==> src/hdl/overlap_add_accumulate_normalize_core_defines.svh <==
// Assertion macros shared by the RTL files.
`ifndef OVERLAP_ADD_ACCUMULATE_NORMALIZE_CORE_DEFINES_SVH
`define OVERLAP_ADD_ACCUMULATE_NORMALIZE_CORE_DEFINES_SVH
`ifndef ASSERT_OFF
`define OAAN_ASSERT(lbl, prop, msg) \
  lbl: assert property (@(posedge clk_i) disable iff (!rst_ni) (prop)) else $error(msg);
`define OAAN_ASSERT_NEXT(lbl, pre, post, msg) \
  lbl: assert property (@(posedge clk_i) disable iff (!rst_ni) (pre) |=> (post)) \
    else $error(msg);
`else
`define OAAN_ASSERT(lbl, prop, msg)
`define OAAN_ASSERT_NEXT(lbl, pre, post, msg)
`endif
`endif

==> src/hdl/oaan_pkg.sv <==
package oaan_pkg;
  localparam int unsigned FrameSize = 1024;
  localparam int unsigned IdxW = $clog2(FrameSize);
  localparam logic [1:0] OpAcc = 2'd0;
  localparam logic [1:0] OpWin = 2'd1;
  localparam logic [1:0] OpNorm = 2'd2;
  localparam logic [1:0] OpNop = 2'd3;
  localparam int unsigned DivSteps = 41;

  typedef struct packed {
    logic neg;
    logic [IdxW-1:0] idx;
    logic [16:0] dvs;
  } div_ctl_t;
endpackage

==> src/hdl/oaan_div.sv <==
`include "overlap_add_accumulate_normalize_core_defines.svh"
// Pipelined restoring divider, one quotient bit per stage, rounding and
// saturation on the output of the last stage. Stalls freeze every stage.
module oaan_div (
  input  logic clk_i,
  input  logic rst_ni,
  input  logic en_i,
  input  logic vld_i,
  input  logic [40:0] mag_i,
  input  oaan_pkg::div_ctl_t ctl_i,
  output logic vld_o,
  output logic [31:0] val_o,
  output logic [oaan_pkg::IdxW-1:0] idx_o
);
  localparam int unsigned N = oaan_pkg::DivSteps;
  logic [N:0] vld_q;
  logic [40:0] num_q [N+1];
  logic [16:0] rem_q [N+1];
  logic [40:0] quo_q [N+1];
  oaan_pkg::div_ctl_t ctl_q [N+1];

  always_comb begin
    vld_q[0] = vld_i;
    num_q[0] = mag_i;
    rem_q[0] = '0;
    quo_q[0] = '0;
    ctl_q[0] = ctl_i;
  end

  for (genvar s = 0; s < N; s++) begin : g_st
    logic [17:0] tr;
    logic [17:0] df;
    always_comb begin
      tr = {rem_q[s], num_q[s][40]};
      df = tr - {1'b0, ctl_q[s].dvs};
    end
    always_ff @(posedge clk_i or negedge rst_ni) begin
      if (!rst_ni) begin
        vld_q[s+1] <= 1'b0;
      end else if (en_i) begin
        vld_q[s+1] <= vld_q[s];
      end
    end
    always_ff @(posedge clk_i) begin
      if (en_i) begin
        num_q[s+1] <= {num_q[s][39:0], 1'b0};
        ctl_q[s+1] <= ctl_q[s];
        if (!df[17]) begin
          rem_q[s+1] <= df[16:0];
          quo_q[s+1] <= {quo_q[s][39:0], 1'b1};
        end else begin
          rem_q[s+1] <= tr[16:0];
          quo_q[s+1] <= {quo_q[s][39:0], 1'b0};
        end
      end
    end
  end

  // Round half away from zero: 2*rem >= dvs, then saturate.
  logic up;
  logic [41:0] q;
  logic [31:0] pos;
  always_comb begin
    up = ({rem_q[N], 1'b0} >= {1'b0, ctl_q[N].dvs});
    q = {1'b0, quo_q[N]} + {41'd0, up};
    if (ctl_q[N].neg) begin
      pos = (q > 42'h80000000) ? 32'h80000000 : 32'(-q[31:0]);
    end else begin
      pos = (q > 42'h7FFFFFFF) ? 32'h7FFFFFFF : q[31:0];
    end
  end
  assign vld_o = vld_q[N];
  assign val_o = pos;
  assign idx_o = ctl_q[N].idx;

  `OAAN_ASSERT(a_dvs_nz, !vld_q[N] || ctl_q[N].dvs != 17'd0, "zero divisor")
  `OAAN_ASSERT_NEXT(a_hold, !en_i, $stable(vld_q[N:1]), "stalled divider moved")
  `OAAN_ASSERT(a_rem, !vld_q[N] || rem_q[N] < ctl_q[N].dvs, "remainder too large")
endmodule

==> config.mk <==
export PLATFORM = sky130hd
export DESIGN_NAME = oaan_div
export DESIGN_NICKNAME = d
export VERILOG_FILES = /design/src/hdl/oaan_pkg.sv /design/src/hdl/oaan_div.sv
export VERILOG_INCLUDE_DIRS = /design/src /design/src/hdl
export SDC_FILE = /design/constraint.sdc
export NUM_CORES = 2
export LEC_CHECK = 0
export BUFFER_PORTS_ARGS = -buffer_cell sky130_fd_sc_hd__buf_2
export CORE_MARGIN = 1.5
export CORE_UTILIZATION = 54
export CTS_BUF_LIST = sky130_fd_sc_hd__clkbuf_2
export DETAILED_ROUTE_END_ITERATION = 8
export PLACE_DENSITY = 0.75
export SKIP_LAST_GASP = 1
export SYNTH_ARGS = -nofsm -noshare
export SYNTH_HDL_FRONTEND = slang
export SYNTH_SLANG_ARGS = --single-unit
==> constraint.sdc <==
create_clock -name clk_i -period 14.5 [get_ports clk_i]
set_clock_uncertainty 0.2 [all_clocks]
set_input_delay 1.45 -clock clk_i [delete_from_list [all_inputs] [get_ports clk_i]]
set_output_delay 1.45 -clock clk_i [all_outputs]
set_load 0.01 [all_outputs]
==> impl_table.tex <==
\begin{tabular}{lr}
\hline
Metric & Value \\
\hline
\multicolumn{2}{l}{\textbf{Place}} \\
\quad Estimated wirelength of the detail-placed design & 170,000 um \\
\quad Number of buffers added on ports & 115 \\
\quad Post-DP Area & 154,000 sq um \\
\quad Routability cong. & 0.865 \\
\multicolumn{2}{l}{\textbf{Critical path}} \\
\quad Worst Path Max Fanout & 23 \\
\quad Critical path data required time & 12,850 ps \\
\quad Worst Setup Start Kind & register \\
\quad Number of cell instances on the worst register-to-register path & 10 \\
\quad Critical path start-end classification & reg2out \\
\quad Worst endpoint data arrival time & 8710 ps \\
\quad CP endpoint kind & primary output \\
\multicolumn{2}{l}{\textbf{Clock network}} \\
\quad CTS tree & done \\
\quad Clk root buf & sky130\_fd\_sc\_hd\_\_clkbuf\_2 \\
\quad Clock latency on the worst-skew pair & 2090 ps \\
\quad Post-CTS clock slew at the launch and capture registers of the worst setup and hold paths & 110 ps \\
\quad \# Post-CTS Setup Buffers & 0 \\
\quad Maximum clock path buffer count & 4 \\
\quad CTS buffer count & 840 \\
\quad Number of gates resized after CTS & 0 \\
\quad Total clock sinks & 3,567 \\
\quad Hold-fix buffer count after cts & 148 \\
\quad Max H-tree Level & 6 \\
\multicolumn{2}{l}{\textbf{Floorplanning}} \\
\quad Die ar. & 278,000 sq um \\
\quad I/O Pins & 116 \\
\quad Standard cell core area & 274,000 sq um \\
\quad Starting Density & 0.543 \\
\quad Horiz. Die Dim & 527 um \\
\quad DIE HEIGHT & 527 um \\
\quad Number of placement rows & 192 \\
\multicolumn{2}{l}{\textbf{Global routing}} \\
\quad Overflow after GRT & 0 \\
\quad Vias in the first global route & 82,500 \\
\quad Number of antenna violations at the first check in global routing & 6 \\
\quad Largest net degree at the start of global routing & 185 \\
\quad First-pass GRT wire length & 413,000 um \\
\quad Total routing usage reported by global routing & 0.182 \\
\multicolumn{2}{l}{\textbf{Timing}} \\
\quad Max-slew violation total from the final report & 0 \\
\quad Number of endpoints failing setup at the final stage & 0 \\
\quad Actual slew at the worst max-slew pin & 1280 ps \\
\quad Number of endpoints with negative hold slack in the final report & 0 \\
\quad Achievable frequency & 96.6 MHz \\
\quad Final Critical Period & 10,360 ps \\
\quad RSZ-0062 raised after global routing & no \\
\quad Slew HR & 0.139 \\
\quad Setup TNS Final & 0 ps \\
\quad Part of the cycle the worst path needs & 0.714 \\
\multicolumn{2}{l}{\textbf{Layout}} \\
\quad Number of nets in the layout & 11,500 \\
\quad Layout overhead on the synthesized area & 9.92\% \\
\quad Filler instances & 20,500 \\
\quad FF/Latch Area & 107,000 sq um \\
\quad Fraction of final layout cells sized beyond drive strength 1 & 0.172 \\
\quad Non-Filler Cell Area, Final & 163,000 sq um \\
\quad Multi-input combinational cell area & 38,100 sq um \\
\multicolumn{2}{l}{\textbf{Logic synthesis}} \\
\quad Number of storage elements in the synthesis netlist & 3,567 \\
\quad Async set or reset register ratio after synthesis & 0.0115 \\
\quad Total standard cell area after synthesis & 149,000 sq um \\
\quad Number of synthesized flops with an enable pin & 3,526 \\
\quad Top FF cell, synth & sky130\_fd\_sc\_hd\_\_edfxtp\_1 \\
\quad Number of library cell types mapped by synthesis & 82 \\
\quad Seq/Total Area, Yosys & 0.720 \\
\quad Cell count after synthesis & 9,587 \\
\quad Mean instance size in the synthesized netlist & 15.5 sq um \\
\quad Total of warnings raised by yosys & 0 \\
\multicolumn{2}{l}{\textbf{Detailed routing}} \\
\quad Number of detailed-routing iterations run before antenna repair & 5 \\
\quad Detailed-route DRC error count & 0 \\
\quad Total length of routed wires & 255,000 um \\
\quad DR WL/cell & 17.1 um \\
\quad Avg Vias per Cell & 5.32 \\
\quad Routed Antenna Nets & 0 \\
\quad Via total after detailed routing & 79,300 \\
\quad Iter 0 DRT Violations & 5,578 \\
\multicolumn{2}{l}{\textbf{Hold path}} \\
\quad Class of the worst hold path & reg2reg \\
\quad Worst hold stages & 0 \\
\multicolumn{2}{l}{\textbf{Power}} \\
\quad Maximum vdd drop & 0.132 mV \\
\quad Leakage power summed over all cells & 63.2 nW \\
\quad PD cells & 200 nW/um\^{}2 \\
\multicolumn{2}{l}{\textbf{Run status}} \\
\quad Outcome & complete, no violations \\
\multicolumn{2}{l}{\textbf{Run}} \\
\quad Max-cap check violation count & 0 \\
\hline
\end{tabular}
==> placed cells by master (no fill, tap or decap), types with 36 or more instances in the layout <==
master,Yosys,final
sky130_fd_sc_hd__a211oi_1,42,42
sky130_fd_sc_hd__a21o_1,73,73
sky130_fd_sc_hd__a21oi_1,298,298
sky130_fd_sc_hd__a31oi_1,85,85
sky130_fd_sc_hd__and2_1,36,36
sky130_fd_sc_hd__and3_1,56,56
sky130_fd_sc_hd__buf_2,9,114
sky130_fd_sc_hd__buf_4,12,60
sky130_fd_sc_hd__clkbuf_2,1,1187
sky130_fd_sc_hd__clkinv_1,0,215
sky130_fd_sc_hd__clkinv_2,0,46
sky130_fd_sc_hd__dfrtp_1,41,41
sky130_fd_sc_hd__dlygate4sd3_1,0,147
sky130_fd_sc_hd__edfxtp_1,3526,3526
sky130_fd_sc_hd__fa_1,40,40
sky130_fd_sc_hd__ha_1,702,702
sky130_fd_sc_hd__inv_1,872,872
sky130_fd_sc_hd__mux2_2,369,369
sky130_fd_sc_hd__mux2i_1,70,70
sky130_fd_sc_hd__nand2_1,501,501
sky130_fd_sc_hd__nand2b_1,121,121
sky130_fd_sc_hd__nand3_1,127,127
sky130_fd_sc_hd__nor2_1,381,380
sky130_fd_sc_hd__nor2b_1,99,99
sky130_fd_sc_hd__nor3_1,164,164
sky130_fd_sc_hd__o211ai_1,38,38
sky130_fd_sc_hd__o21a_1,197,197
sky130_fd_sc_hd__o21ai_0,519,519
sky130_fd_sc_hd__o21bai_1,70,70
sky130_fd_sc_hd__o31a_1,41,41
sky130_fd_sc_hd__o31ai_1,76,76
sky130_fd_sc_hd__xnor2_1,404,393
sky130_fd_sc_hd__xor2_1,172,157
==> worst max-delay path, cell delays in order (launching register included) <==
cell                       delay [ps]
sky130_fd_sc_hd__edfxtp_1         390
sky130_fd_sc_hd__ha_1             280
sky130_fd_sc_hd__nor2b_1          130
sky130_fd_sc_hd__o21a_1           120
sky130_fd_sc_hd__o21a_1           120
sky130_fd_sc_hd__o211ai_1          90
sky130_fd_sc_hd__a21boi_0         230
sky130_fd_sc_hd__o221ai_1         180
sky130_fd_sc_hd__a21oi_1          250
sky130_fd_sc_hd__o21ai_0          130
sky130_fd_sc_hd__o211ai_1         240
sky130_fd_sc_hd__ha_1             450
sky130_fd_sc_hd__ha_1             360
sky130_fd_sc_hd__nand3_2          190
sky130_fd_sc_hd__or3_1            620
sky130_fd_sc_hd__mux2_2           330
sky130_fd_sc_hd__o211ai_1         290
sky130_fd_sc_hd__nor4b_4          580
sky130_fd_sc_hd__nand3_2          210
sky130_fd_sc_hd__o31a_1           410
sky130_fd_sc_hd__o21a_4           360
sky130_fd_sc_hd__a21oi_1          450
sky130_fd_sc_hd__buf_2            220
==> final timing paths <==
| kind | endpoint | slack [ps] | startpoint |
|---|---|---|---|
| worst min register to register | quo_q[248] | 80 | quo_q[288] |
| worst max-delay path | val_o[5] | 4140 | rem_q[0] |
| min in group asynchronous | vld_q[34] | 900 | rst_ni |
| max in group asynchronous | vld_q[5] | 12960 | rst_ni |
| worst max register to register | g_st[21].tr[14] | 9940 | ctl_q[589] |
| worst min-delay path | quo_q[248] | 80 | quo_q[288] |
==> registers in the layout (all words and copies together), names as in the netlist <==
register	cells
ctl_q	1138
vld_o	1
idx_o	10
quo_q	861
rem_q	17
num_q	780
vld_q	40
g_st.tr	720
==> kinds of logic after synthesis <==
family,synth area share
other cells,0.0000252
xor+xnor,0.0340
buf+inv,0.0255
fa+ha+maj,0.0645
compound gates,0.0691
simple gates,0.0546
flops,0.720
mux,0.0327
==> synth_stat cells (all sizes together) (86+ instances only) <==
master,count,area share
nand3,129,0.0044
nor2,381,0.0096
clkbuf,86,0.0022
nand2b,121,0.0051
xnor2,404,0.024
inv,872,0.022
ha,702,0.059
o21a,198,0.010
nor2b,99,0.0042
mux2,369,0.028
edfxtp,3526,0.71
xor2,172,0.010
nand2,501,0.013
a21oi,298,0.010
o21ai,521,0.018
nor3,166,0.0057
==> where the power goes <==
group	internal (mW)	switching (mW)
clock	2.47	3.84
combinational	5.17	6.32
sequential	13.9	0.847
==> per-layer routing <==
layer,vias to the layer above,global-route usage,routed length (um),share of wire
met3,548,0.0363,12100,0.048
met4,8,0.0760,7770,0.031
li1,38600,-,-,-
met2,1879,0.318,130000,0.51
met1,38300,0.220,104000,0.41
met5,-,0,58,0.00023
==> per-stage QoR <==
step / power (mW) / hold slack, ps / instances / utilization / setup slack, ps
CTS: 32.9 / 1.28 / 14900 / 0.597 / 3660
detailed placement: 26.3 / 205 / 13300 / 0.563 / 6210
global route: 34.8 / 122 / 14900 / 0.597 / 3340
floorplan: 23.2 / 200 / 9593 / - / 7970
finish: 32.6 / 77.1 / 14900 / 0.597 / 4140
global placement: 25.8 / 200 / 13300 / 0.563 / 6020
==> cell type report <==
cell class	count	area share
sequential	3567	0.655
inverter	872	0.0200
antenna	8	0.000123
clock inverter	312	0.0109
multi-input combinational	5040	0.233
tap	3589	0.0275
clock buffer	1187	0.0364
timing repair buffer	335	0.0170
Note: power is estimated with default switching activity, not from simulation.
